===== config.mk =====
export PLATFORM = sky130hd
export DESIGN_NAME = rs485_packet_receive_buffer_core
export DESIGN_NICKNAME = d
export VERILOG_FILES = /design/src/rtl/rprb_pkg.sv /design/src/rtl/rprb_ram.sv /design/src/rtl/rprb_fifo.sv /design/src/rtl/rprb_front.sv /design/src/rtl/rprb_back.sv /design/src/rtl/rs485_packet_receive_buffer_core.sv
export SDC_FILE = /design/constraint.sdc
export NUM_CORES = 1
export LEC_CHECK = 0
export BUFFER_PORTS_ARGS = -buffer_cell sky130_fd_sc_hd__clkbuf_2
export CORE_MARGIN = 8
export CORE_UTILIZATION = 65
export CTS_BUF_LIST = sky130_fd_sc_hd__clkbuf_4
export DETAILED_ROUTE_END_ITERATION = 8
export PLACE_DENSITY = 0.82
export SLEW_MARGIN = 20
export SYNTH_ARGS = -nofsm -noshare
export SYNTH_HDL_FRONTEND = slang
export SYNTH_SLANG_ARGS = --single-unit
export TNS_END_PERCENT = 100

===== constraint.sdc =====
create_clock -name clock -period 5.9 [get_ports clock]
set_input_delay 0.295 -clock clock [delete_from_list [all_inputs] [get_ports clock]]
set_output_delay 0.295 -clock clock [all_outputs]
set_load 0.03 [all_outputs]

===== src/rtl/rprb_pkg.sv =====
// Shared types and constants for the RS-485 packet receive buffer.
package rprb_pkg;

   localparam int CHECKSUM_OFFSET = 2;
   localparam int LENGTH_OFFSET   = 4;

   localparam logic CSR_OWN_ADDRESS = 1'b0;
   localparam logic CSR_MASTER_MODE = 1'b1;

   typedef enum logic [1:0] {
      OP_FRAME = 2'd0,
      OP_DONE  = 2'd1,
      OP_SKIP  = 2'd2,
      OP_READ  = 2'd3
   } op_kind_type;

   typedef enum logic [1:0] {
      PKT_IDLE      = 2'd0,
      PKT_MESSAGE   = 2'd1,
      PKT_WRONG_SUM = 2'd2
   } pkt_state_type;

   typedef enum logic [2:0] {
      BK_IDLE,
      BK_READ,
      BK_SCAN,
      BK_EVAL,
      BK_DISCARD,
      BK_RESULT
   } back_state_type;

   typedef struct packed {
      logic [1:0] kind;
      logic [7:0] rx_data;
      logic       address_bit;
      logic       overrun_error;
      logic       parity_error;
      logic       framing_error;
      logic [4:0] read_offset;
   } req_type;

   typedef struct packed {
      logic [1:0]  bus_state;
      logic [4:0]  waiting_count;
      logic [15:0] frame_length;
      logic [7:0]  read_byte;
      logic        receive_error;
      logic        overflow;
      logic        listening;
   } rsp_type;

   typedef struct packed {
      op_kind_type kind;
      logic [7:0]  rx_data;
      logic        addr_frame;
      logic        addr_match;
      logic        line_err;
      logic [4:0]  read_offset;
   } op_type;

   typedef struct packed {
      logic [7:0] own_address;
      logic       master_mode;
   } cfg_type;

endpackage


===== src/rtl/rprb_ram.sv =====
// Generic single-write, single-read RAM with registered read data.
module rprb_ram #(
   parameter int WIDTH = 8,
   parameter int DEPTH = 32
) (
   input  logic                     clock,
   input  logic                     wr_en,
   input  logic [$clog2(DEPTH)-1:0] wr_addr,
   input  logic [WIDTH-1:0]         wr_data,
   input  logic [$clog2(DEPTH)-1:0] rd_addr,
   output logic [WIDTH-1:0]         rd_data
);

   logic [WIDTH-1:0] mem_ff [DEPTH];
   logic [WIDTH-1:0] rd_data_ff;

   always_ff @(posedge clock) begin
      if (wr_en) begin
         mem_ff[wr_addr] <= wr_data;
      end
      rd_data_ff <= mem_ff[rd_addr];
   end

   assign rd_data = rd_data_ff;

endmodule


===== src/rtl/rprb_fifo.sv =====
// Small register FIFO used between the front, back and result sides.
module rprb_fifo #(
   parameter int WIDTH = 8,
   parameter int DEPTH = 2
) (
   input  logic             clock,
   input  logic             reset,
   input  logic             push,
   input  logic [WIDTH-1:0] push_data,
   output logic             full,
   input  logic             pop,
   output logic [WIDTH-1:0] pop_data,
   output logic             empty
);

   localparam int AW = (DEPTH > 1) ? $clog2(DEPTH) : 1;
   localparam int CW = $clog2(DEPTH + 1);

   logic [WIDTH-1:0] entries_ff [DEPTH];
   logic [AW-1:0]    wr_ptr_ff, wr_ptr_in;
   logic [AW-1:0]    rd_ptr_ff, rd_ptr_in;
   logic [CW-1:0]    count_ff, count_in;
   logic             push_ok, pop_ok;

   assign full     = (count_ff == CW'(DEPTH));
   assign empty    = (count_ff == '0);
   assign push_ok  = push && !full;
   assign pop_ok   = pop && !empty;
   assign pop_data = entries_ff[rd_ptr_ff];

   always_comb begin
      wr_ptr_in = wr_ptr_ff;
      rd_ptr_in = rd_ptr_ff;
      count_in  = count_ff;
      if (push_ok) begin
         wr_ptr_in = (wr_ptr_ff == AW'(DEPTH - 1)) ? '0 : wr_ptr_ff + 1'b1;
      end
      if (pop_ok) begin
         rd_ptr_in = (rd_ptr_ff == AW'(DEPTH - 1)) ? '0 : rd_ptr_ff + 1'b1;
      end
      if (push_ok && !pop_ok) begin
         count_in = count_ff + 1'b1;
      end else if (pop_ok && !push_ok) begin
         count_in = count_ff - 1'b1;
      end
   end

   always_ff @(posedge clock) begin
      if (reset) begin
         wr_ptr_ff <= '0;
         rd_ptr_ff <= '0;
         count_ff  <= '0;
      end else begin
         wr_ptr_ff <= wr_ptr_in;
         rd_ptr_ff <= rd_ptr_in;
         count_ff  <= count_in;
      end
   end

   always_ff @(posedge clock) begin
      if (push_ok) begin
         entries_ff[wr_ptr_ff] <= push_data;
      end
   end

endmodule


===== src/rtl/rprb_front.sv =====
// Front end: accepts request items, decodes them into operations and queues them.
module rprb_front (
   input  logic              clock,
   input  logic              reset,
   input  logic              push,
   input  rprb_pkg::req_type req_data,
   output logic              full,
   input  rprb_pkg::cfg_type cfg,
   input  logic              op_pop,
   output rprb_pkg::op_type  op_data,
   output logic              op_empty
);
   import rprb_pkg::*;

   op_type op_dec;

   // address compare here; user changes config only while idle; not enforced
   always_comb begin
      op_dec.kind        = op_kind_type'(req_data.kind);
      op_dec.rx_data     = req_data.rx_data;
      op_dec.addr_frame  = req_data.address_bit;
      op_dec.addr_match  = req_data.address_bit && (req_data.rx_data == cfg.own_address);
      op_dec.line_err    = req_data.overrun_error | req_data.parity_error
                           | req_data.framing_error;
      op_dec.read_offset = req_data.read_offset;
   end

   rprb_fifo #(
      .WIDTH($bits(op_type)),
      .DEPTH(2)
   ) u_op_queue (
      .clock    (clock),
      .reset    (reset),
      .push     (push),
      .push_data(op_dec),
      .full     (full),
      .pop      (op_pop),
      .pop_data (op_data),
      .empty    (op_empty)
   );

endmodule


===== src/rtl/rprb_back.sv =====
// Back end: ring buffer, header scan sequencer and packet status.
module rprb_back #(
   parameter int BUFFER_DEPTH = 32,
   parameter int HEADER_BYTES = 6
) (
   input  logic              clock,
   input  logic              reset,
   input  logic              op_empty,
   input  rprb_pkg::op_type  op_data,
   output logic              op_pop,
   input  rprb_pkg::cfg_type cfg,
   input  logic              res_full,
   output logic              res_push,
   output rprb_pkg::rsp_type res_data
);
   import rprb_pkg::*;

   localparam int PW   = $clog2(BUFFER_DEPTH);
   localparam int WW   = ((PW > 5) ? PW : 5) + 1;
   localparam int CNTW = $clog2(HEADER_BYTES + 1);
   localparam int LW   = 17;

   function automatic logic [PW-1:0] advance(input logic [PW-1:0] p,
                                             input logic [WW-1:0] n);
      logic [WW-1:0] s;
      s = WW'(p) + n;
      if (s >= WW'(BUFFER_DEPTH)) begin
         s = s - WW'(BUFFER_DEPTH);
      end
      return s[PW-1:0];
   endfunction

   back_state_type state_ff, state_in;
   pkt_state_type  pkt_ff, pkt_in, pkt_chk;
   logic [PW-1:0]  wp_ff, wp_in, rp_ff, rp_in;
   logic           err_ff, err_in, ovf_ff, ovf_in, filter_ff, filter_in;
   logic [CNTW-1:0] cnt_ff, cnt_in, idx;
   logic [7:0]     sum_ff, sum_in, stored_ff, stored_in;
   logic [7:0]     hi_ff, hi_in, lo_ff, lo_in, rbyte_ff, rbyte_in;
   logic           scan_ok_ff, scan_ok_in, check_ff, check_in;
   logic           rearm_ff, rearm_in, pre_ff, pre_in;

   logic           ram_we;
   logic [PW-1:0]  ram_raddr;
   logic [7:0]     ram_rdata;

   logic [WW-1:0]  wait_sum, wait_ext;
   logic [PW-1:0]  wait_cnt, wp_next;
   logic           buf_full, hdr_ok, listening;
   logic [LW-1:0]  len_full, disc;

   // one slot is kept free so that full and empty differ
   assign wait_sum  = WW'(wp_ff) - WW'(rp_ff) + ((wp_ff < rp_ff) ? WW'(BUFFER_DEPTH) : '0);
   assign wait_cnt  = wait_sum[PW-1:0];
   assign wait_ext  = WW'(wait_cnt);
   assign wp_next   = advance(wp_ff, WW'(1));
   assign buf_full  = (wp_next == rp_ff);
   assign hdr_ok    = (wait_ext >= WW'(HEADER_BYTES));
   assign listening = filter_ff && !cfg.master_mode;
   assign len_full  = LW'(HEADER_BYTES) + LW'({hi_ff, lo_ff});
   assign idx       = cnt_ff - 1'b1;

   always_comb begin
      pkt_chk = pkt_ff;
      if (check_ff && scan_ok_ff) begin
         if (sum_ff != stored_ff) begin
            pkt_chk = PKT_WRONG_SUM;
         end else if (LW'(wait_cnt) == len_full) begin
            pkt_chk = PKT_MESSAGE;
         end
      end
   end

   always_comb begin
      disc = scan_ok_ff ? len_full : LW'(wait_cnt);
      if (disc > LW'(wait_cnt)) begin
         disc = LW'(wait_cnt);
      end
   end

   always_comb begin
      state_in   = state_ff;
      pkt_in     = pkt_ff;
      wp_in      = wp_ff;
      rp_in      = rp_ff;
      err_in     = err_ff;
      ovf_in     = ovf_ff;
      filter_in  = filter_ff;
      cnt_in     = cnt_ff;
      sum_in     = sum_ff;
      stored_in  = stored_ff;
      hi_in      = hi_ff;
      lo_in      = lo_ff;
      rbyte_in   = rbyte_ff;
      scan_ok_in = scan_ok_ff;
      check_in   = check_ff;
      rearm_in   = rearm_ff;
      pre_in     = pre_ff;
      ram_we     = 1'b0;
      ram_raddr  = advance(rp_ff, WW'(cnt_ff));
      op_pop     = 1'b0;
      res_push   = 1'b0;
      case (state_ff)
         BK_IDLE: begin
            if (!op_empty) begin
               op_pop   = 1'b1;
               rbyte_in = '0;
               check_in = 1'b0;
               rearm_in = 1'b0;
               pre_in   = 1'b0;
               cnt_in   = '0;
               state_in = BK_SCAN;
               case (op_data.kind)
                  OP_FRAME: begin
                     // data frames are ignored outright while the filter is armed and master mode is off
                     if (!(listening && !op_data.addr_frame)) begin
                        if (op_data.addr_match) begin
                           filter_in = 1'b0;
                        end
                        if (op_data.line_err) begin
                           err_in = 1'b1;
                        end else if (buf_full) begin
                           ovf_in = 1'b1;
                        end else begin
                           ram_we   = 1'b1;
                           wp_in    = wp_next;
                           check_in = 1'b1;
                           rearm_in = 1'b1;
                        end
                     end
                  end
                  OP_DONE: begin
                     pre_in = 1'b1;
                  end
                  OP_SKIP: begin
                     if (wait_cnt != '0) begin
                        rp_in = advance(rp_ff, WW'(1));
                     end
                     pkt_in   = PKT_IDLE;
                     check_in = 1'b1;
                  end
                  OP_READ: begin
                     if (WW'(op_data.read_offset) < wait_ext) begin
                        ram_raddr = advance(rp_ff, WW'(op_data.read_offset));
                        state_in  = BK_READ;
                     end
                  end
                  default: begin
                  end
               endcase
            end
         end
         BK_READ: begin
            rbyte_in = ram_rdata;
            state_in = BK_SCAN;
         end
         BK_SCAN: begin
            // read address leads the consumed byte by one position, as the RAM read data is registered
            if (!hdr_ok) begin
               scan_ok_in = 1'b0;
               state_in   = BK_EVAL;
            end else begin
               if (cnt_ff == '0) begin
                  sum_in = '0;
               end else if (idx == CNTW'(CHECKSUM_OFFSET)) begin
                  stored_in = ram_rdata;
               end else begin
                  sum_in = sum_ff + ram_rdata;
               end
               if (cnt_ff != '0 && idx == CNTW'(LENGTH_OFFSET)) begin
                  hi_in = ram_rdata;
               end
               if (cnt_ff != '0 && idx == CNTW'(LENGTH_OFFSET + 1)) begin
                  lo_in = ram_rdata;
               end
               if (cnt_ff == CNTW'(HEADER_BYTES)) begin
                  scan_ok_in = 1'b1;
                  cnt_in     = '0;
                  state_in   = BK_EVAL;
               end else begin
                  cnt_in = cnt_ff + 1'b1;
               end
            end
         end
         BK_EVAL: begin
            if (pre_ff) begin
               state_in = BK_DISCARD;
            end else begin
               pkt_in = pkt_chk;
               if (rearm_ff && pkt_chk == PKT_MESSAGE) begin
                  filter_in = 1'b1;
               end
               state_in = BK_RESULT;
            end
         end
         BK_DISCARD: begin
            rp_in    = advance(rp_ff, WW'(disc[PW-1:0]));
            pkt_in   = PKT_IDLE;
            pre_in   = 1'b0;
            check_in = 1'b1;
            cnt_in   = '0;
            state_in = BK_SCAN;
         end
         BK_RESULT: begin
            if (!res_full) begin
               res_push = 1'b1;
               state_in = BK_IDLE;
            end
         end
         default: begin
            state_in = BK_IDLE;
         end
      endcase
   end

   always_ff @(posedge clock) begin
      if (reset) begin
         state_ff   <= BK_IDLE;
         pkt_ff     <= PKT_IDLE;
         wp_ff      <= '0;
         rp_ff      <= '0;
         err_ff     <= 1'b0;
         ovf_ff     <= 1'b0;
         filter_ff  <= 1'b1;
         cnt_ff     <= '0;
         scan_ok_ff <= 1'b0;
         check_ff   <= 1'b0;
         rearm_ff   <= 1'b0;
         pre_ff     <= 1'b0;
      end else begin
         state_ff   <= state_in;
         pkt_ff     <= pkt_in;
         wp_ff      <= wp_in;
         rp_ff      <= rp_in;
         err_ff     <= err_in;
         ovf_ff     <= ovf_in;
         filter_ff  <= filter_in;
         cnt_ff     <= cnt_in;
         scan_ok_ff <= scan_ok_in;
         check_ff   <= check_in;
         rearm_ff   <= rearm_in;
         pre_ff     <= pre_in;
      end
   end

   always_ff @(posedge clock) begin
      sum_ff    <= sum_in;
      stored_ff <= stored_in;
      hi_ff     <= hi_in;
      lo_ff     <= lo_in;
      rbyte_ff  <= rbyte_in;
   end

   rprb_ram #(
      .WIDTH(8),
      .DEPTH(BUFFER_DEPTH)
   ) u_ring (
      .clock  (clock),
      .wr_en  (ram_we),
      .wr_addr(wp_ff),
      .wr_data(op_data.rx_data),
      .rd_addr(ram_raddr),
      .rd_data(ram_rdata)
   );

   always_comb begin
      res_data.bus_state     = pkt_ff;
      res_data.waiting_count = wait_ext[4:0];
      if (!scan_ok_ff) begin
         res_data.frame_length = '0;
      end else if (len_full[LW-1]) begin
         res_data.frame_length = '1;
      end else begin
         res_data.frame_length = len_full[15:0];
      end
      res_data.read_byte     = rbyte_ff;
      res_data.receive_error = err_ff;
      res_data.overflow      = ovf_ff;
      res_data.listening     = listening;
   end

endmodule


===== src/rtl/rs485_packet_receive_buffer_core.sv =====
// Top level: RS-485 packet receive buffer with request/result queues and CSRs.
// A received frame or skip passes the header scan, evaluation and the result state, and a
// read of a waiting byte first passes the read state; the scan ends early while fewer than
// HEADER_BYTES bytes wait. Packet done scans the header twice, around the discard.
// The back end takes one item at a time; the header scan, which reads one buffered
// byte per cycle through the ring RAM's single read port, paces it.
// Reset clears pointers, status, sticky flags and both queues and arms the address filter;
// buffer contents are not cleared.
module rs485_packet_receive_buffer_core #(
   parameter int BUFFER_DEPTH = 32,
   parameter int HEADER_BYTES = 6
) (
   input  logic              clock,
   input  logic              reset,
   input  logic              push,
   input  rprb_pkg::req_type req_data,
   output logic              full,
   output logic              empty,
   input  logic              pop,
   output rprb_pkg::rsp_type rsp_data,
   input  logic              csr_write,
   input  logic              csr_index,
   input  logic [7:0]        csr_data
);
   import rprb_pkg::*;

   logic [7:0] own_address_ff, own_address_in;
   logic       master_mode_ff, master_mode_in;
   cfg_type    cfg;
   op_type     op_data;
   logic       op_empty, op_pop;
   rsp_type    res_data;
   logic       res_push, res_full;

   always_comb begin
      own_address_in = own_address_ff;
      master_mode_in = master_mode_ff;
      if (csr_write) begin
         case (csr_index)
            CSR_OWN_ADDRESS: own_address_in = csr_data;
            CSR_MASTER_MODE: master_mode_in = csr_data[0];
            default: begin
            end
         endcase
      end
   end

   always_ff @(posedge clock) begin
      if (reset) begin
         own_address_ff <= '0;
         master_mode_ff <= 1'b0;
      end else begin
         own_address_ff <= own_address_in;
         master_mode_ff <= master_mode_in;
      end
   end

   assign cfg.own_address = own_address_ff;
   assign cfg.master_mode = master_mode_ff;

   rprb_front u_front (
      .clock   (clock),
      .reset   (reset),
      .push    (push),
      .req_data(req_data),
      .full    (full),
      .cfg     (cfg),
      .op_pop  (op_pop),
      .op_data (op_data),
      .op_empty(op_empty)
   );

   rprb_back #(
      .BUFFER_DEPTH(BUFFER_DEPTH),
      .HEADER_BYTES(HEADER_BYTES)
   ) u_back (
      .clock   (clock),
      .reset   (reset),
      .op_empty(op_empty),
      .op_data (op_data),
      .op_pop  (op_pop),
      .cfg     (cfg),
      .res_full(res_full),
      .res_push(res_push),
      .res_data(res_data)
   );

   rprb_fifo #(
      .WIDTH($bits(rsp_type)),
      .DEPTH(2)
   ) u_rsp_queue (
      .clock    (clock),
      .reset    (reset),
      .push     (res_push),
      .push_data(res_data),
      .full     (res_full),
      .pop      (pop),
      .pop_data (rsp_data),
      .empty    (empty)
   );

   // the back end only transfers a result when the queue has room
   assert property (@(posedge clock) disable iff (reset) !(res_push && res_full))
      else $error("result transfer into a full queue");

   // a nonzero length always covers at least the header
   assert property (@(posedge clock) disable iff (reset)
      (!empty && rsp_data.frame_length != 16'd0) |-> rsp_data.frame_length >= 16'(HEADER_BYTES))
      else $error("frame length below header size");

   // a raised status implies a complete header is buffered
   assert property (@(posedge clock) disable iff (reset)
      (!empty && rsp_data.bus_state != PKT_IDLE) |-> rsp_data.frame_length != 16'd0)
      else $error("packet status raised without a header");

endmodule


==> results.toml <==
[status]
status = "complete, no violations"

[place]
dpl.hpwl_um = 32000
place_congestion = 0.9103
pre_cts_slack_ps = 654.9
dp.cells = 2105
port_buffers = 68

[synthesis]
synth_top_family_by_area = "simple AND/OR/NAND/NOR gates"
postSynthCellCount = 1722
ys_ff_latch = 452
yosys_warnings = 0
synth_compound_area_frac = 0.1025
synth.mux.area_fraction = 0.04050
synth_area_per_cell_sq_um = 12.06
synth-async-reset-ratio = 0
synth-simple-area-share = 0.1430
synth_flop_cell = "edfxtp_1"
synth_xor_area_frac = 0.02827
syn_area_sq_um = 20760
synthAdderAreaFrac = 0.02700
ys_types = 62
yosysSeqAreaShare = 0.6287
synth_edf_count = 400
synth_nets = 1796

[floorplanning]
num_rows = 65
die_area_sq_um = 37910
start_util = 0.6596
pin_count = 69
core-area_sq_um = 31470
die_x_um = 194.7
die_h_um = 194.7

[clock_tree]
clkSinkCount = 452
cts_htree_levels = 3
cts_buffers = 111
clock_path_buffers = 3
root_buffer = "clkbuf_4"
clkLatencyLatePin_ps = 790
clk_pin_slew_ps = 70
cts_tree = "built"

[layout]
drive_above_1_share = 0.1742
nFillCells = 2072
area_delta_synth_final_pct = 11.29
layout.nets = 1920
fin_cells = 2332

[sta]
slew_headroom = 0.2738
clock.fmax_mhz = 187.5
worst_slack_ps = 565.4
slew_viol_final = 0
finalHoldViolCount = 0
fin_hold_ws_ps = 88.56
fin_crit_ps = 5335
rsz0062_at_grt = "no"
clock_skew_ps = 83.15
finalSetupViolCount = 0
worstMarginPinSlew_ps = 1087
finalSetupTns_ps = 0
post-route-period-util = 0.9042

[critical_path]
cp_slowest_cell = "xor2_1"
crit_top_cell = "inv_1"
r2r_slack_ps = 570
path_max_fanout = 6
arrival_ps = 5970
worst_ep_required_time_ps = 6530
path_class = "reg -> reg"
crit_path_end_kind = "register"
worst_path_largest_cell_delay_ps = 460
crit_path_start_kind = "register"
crit_chain = "inv_1 > ha_1 > inv_1 > fa_1 > xor2_1 > inv_1 > ha_1 > o21a_1 > o21a_1 > o21a_1 > maj3_1 > nor3_1 > nand2_1 > o211ai_1 > ha_1 > inv_1 > fa_1 > nor2b_1 > o21ai_0 > nand2b_1 > inv_1 > mux2i_1 > mux2_2"

[power]
peakVddDrop_v = 0.0003620
powerDensity_nw_per_um2 = 390.5
power.leakage_nw = 7.926

[global_routing]
grt_max_degree = 97
grt_overflow_total = 0
antenna_found_initial = 1
grt_pass1_wl_um = 81330
grtUsageTotal = 0.2699
grt_pass1_vias = 15074

[routing]
final_antenna_net_count = 0
routed_via_density = 6.506
wirelength_um = 52190
num_vias = 15173
drc_errors = 0
dr.pass1.iters = 6
drtIter0Drc = 1836
routedWlPerCell_um = 22.38

[flow_run]
max_cap_viol_count = 0

[hold_path]
hp-class = "in -> reg"
[area by class of cell]
cell class | count | area (sq um) | share of cell area
Timing Repair Buffer | 128 | 890.9 | 0.03856
Inverter | 38 | 142.6 | 0.006174
Clock buffer | 161 | 1209 | 0.05232
Clock inverter | 35 | 172.7 | 0.007474
Tap cell | 402 | 503.0 | 0.02177
Multi-Input combinational cell | 1115 | 7131 | 0.3086
Sequential cell | 452 | 13050 | 0.5650
Antenna cell | 1 | 2.502 | 0.0001083
[Yosys cell counts (7+ instances only)]
library cell,count,area share
edfxtp_1,400,0.58
nand3_1,179,0.043
nor2_1,136,0.025
nand2_1,126,0.023
o21ai_0,116,0.028
clkbuf_1,81,0.015
a32oi_1,66,0.028
a21oi_1,54,0.013
dfxtp_1,52,0.050
mux2_2,52,0.028
nand4_1,46,0.014
inv_1,37,0.0067
nand2b_1,37,0.011
ha_1,36,0.022
xor2_1,35,0.015
a2111oi_0,32,0.014
xnor2_1,32,0.014
mux2i_1,24,0.012
buf_2,20,0.0048
and2_1,15,0.0045
nor2b_1,14,0.0042
nor3_1,14,0.0034
buf_1,13,0.0024
and3_1,8,0.0024
a31oi_1,7,0.0021
or2_2,7,0.0021
[repair_timing]
item / CTS / global route
hold buffers: 30 / 0
resized for setup: 0 / 0
endpoints found under the hold margin: 50 / 0
setup buffers: 0 / 0
setup endpoints to repair: 0 / 0
[registers in the layout (all words and copies together), names as in the netlist, 2 cells and up, named ones only]
name                           count
u_front.u_op_queue.count_ff        2
own_address_ff                     8
u_front.u_op_queue.entries_ff     36
u_back.stored_ff                   8
u_back.cnt_ff                      3
u_rsp_queue.entries_ff            68
u_back.pkt_ff                      2
u_back.u_ring.mem_ff             256
u_back.lo_ff                       8
u_back.rbyte_ff                    8
u_rsp_queue.count_ff               2
u_back.wp_ff                       5
u_back.state_ff                    3
u_back.hi_ff                       8
u_back.rp_ff                       5
u_back.u_ring.rd_data              8
u_back.sum_ff                      8
[logic make-up after synthesis]
kind of cell,after synthesis
DFF,452
buffers and inverters,155
and+or+nand+nor,611
AOI/OAI and AO/OA,318
xor gates and xnor gates,67
muxes,77
adders and majority gates,42
[per-layer routing]
metal  track usage  wire length [um]  vias up
met3       0.05804              4892      214
met1        0.3226             19010     7221
met5             0                 0        -
met4        0.1581              2862        0
met2        0.4481             25420      912
li1              -                 -     6826
[worst max-delay path, delay by kind of cell (launching register included)]
kind / cells / cell delay (ps)
buf+inv: 5 / 520
mux: 2 / 470
compound gates: 5 / 710
xor+xnor: 1 / 460
simple gates: 4 / 770
fa+ha+maj: 6 / 1900
flops: 1 / 380
[worst paths after layout]
check / startpoint / to / depth (start not counted)
setup / recovery: u_back.wp_ff[0] / u_back.rp_ff[4] / 23
hold / removal: csr_index / own_address_ff[5] / 4
setup reg to reg: u_back.wp_ff[0] / u_back.rp_ff[4] / 23
hold reg to reg: u_back.rbyte_ff[1] / u_rsp_queue.entries_ff[0][4] / 0
[where the power goes]
group	switching [W]	internal, W	total, W
Combinational	0.00173	0.000753	0.00249
Clock	0.00120	0.00129	0.00249
Sequential	0.000176	0.00387	0.00405
Total	0.00310	0.00592	0.00902
[per-stage QoR]
stage	utilization	power, W	area, sq um
floorplan	-	0.005706	20760
global placement	0.6805	0.006416	21420
detailed placement	0.6805	0.006507	21420
CTS	0.7340	0.008984	23100
global route	0.7340	0.009393	23100
finish	0.7340	0.009023	23100
[placed cells by master (no fill, tap or decap), types with 5 or more instances in the layout]
cell type	n
a2111oi_0	32
a211oi_1	5
a21o_1	5
a21oi_1	54
a31oi_1	6
a32oi_1	66
and2_1	15
and3_1	7
buf_4	28
clkbuf_2	68
clkbuf_4	161
clkinv_1	30
dfxtp_1	52
dlygate4sd3_1	30
edfxtp_1	400
fa_1	5
ha_1	36
inv_1	37
mux2_2	52
mux2i_1	22
nand2_1	126
nand2b_1	37
nand3_1	178
nand3b_1	6
nand4_1	46
nor2_1	136
nor2b_1	13
nor3_1	14
nor3b_1	5
o211ai_1	5
o21a_1	6
o21ai_0	116
or2_2	7
or3_1	5
xnor2_1	32
xor2_1	35
Power figures use the tool's default switching activity.
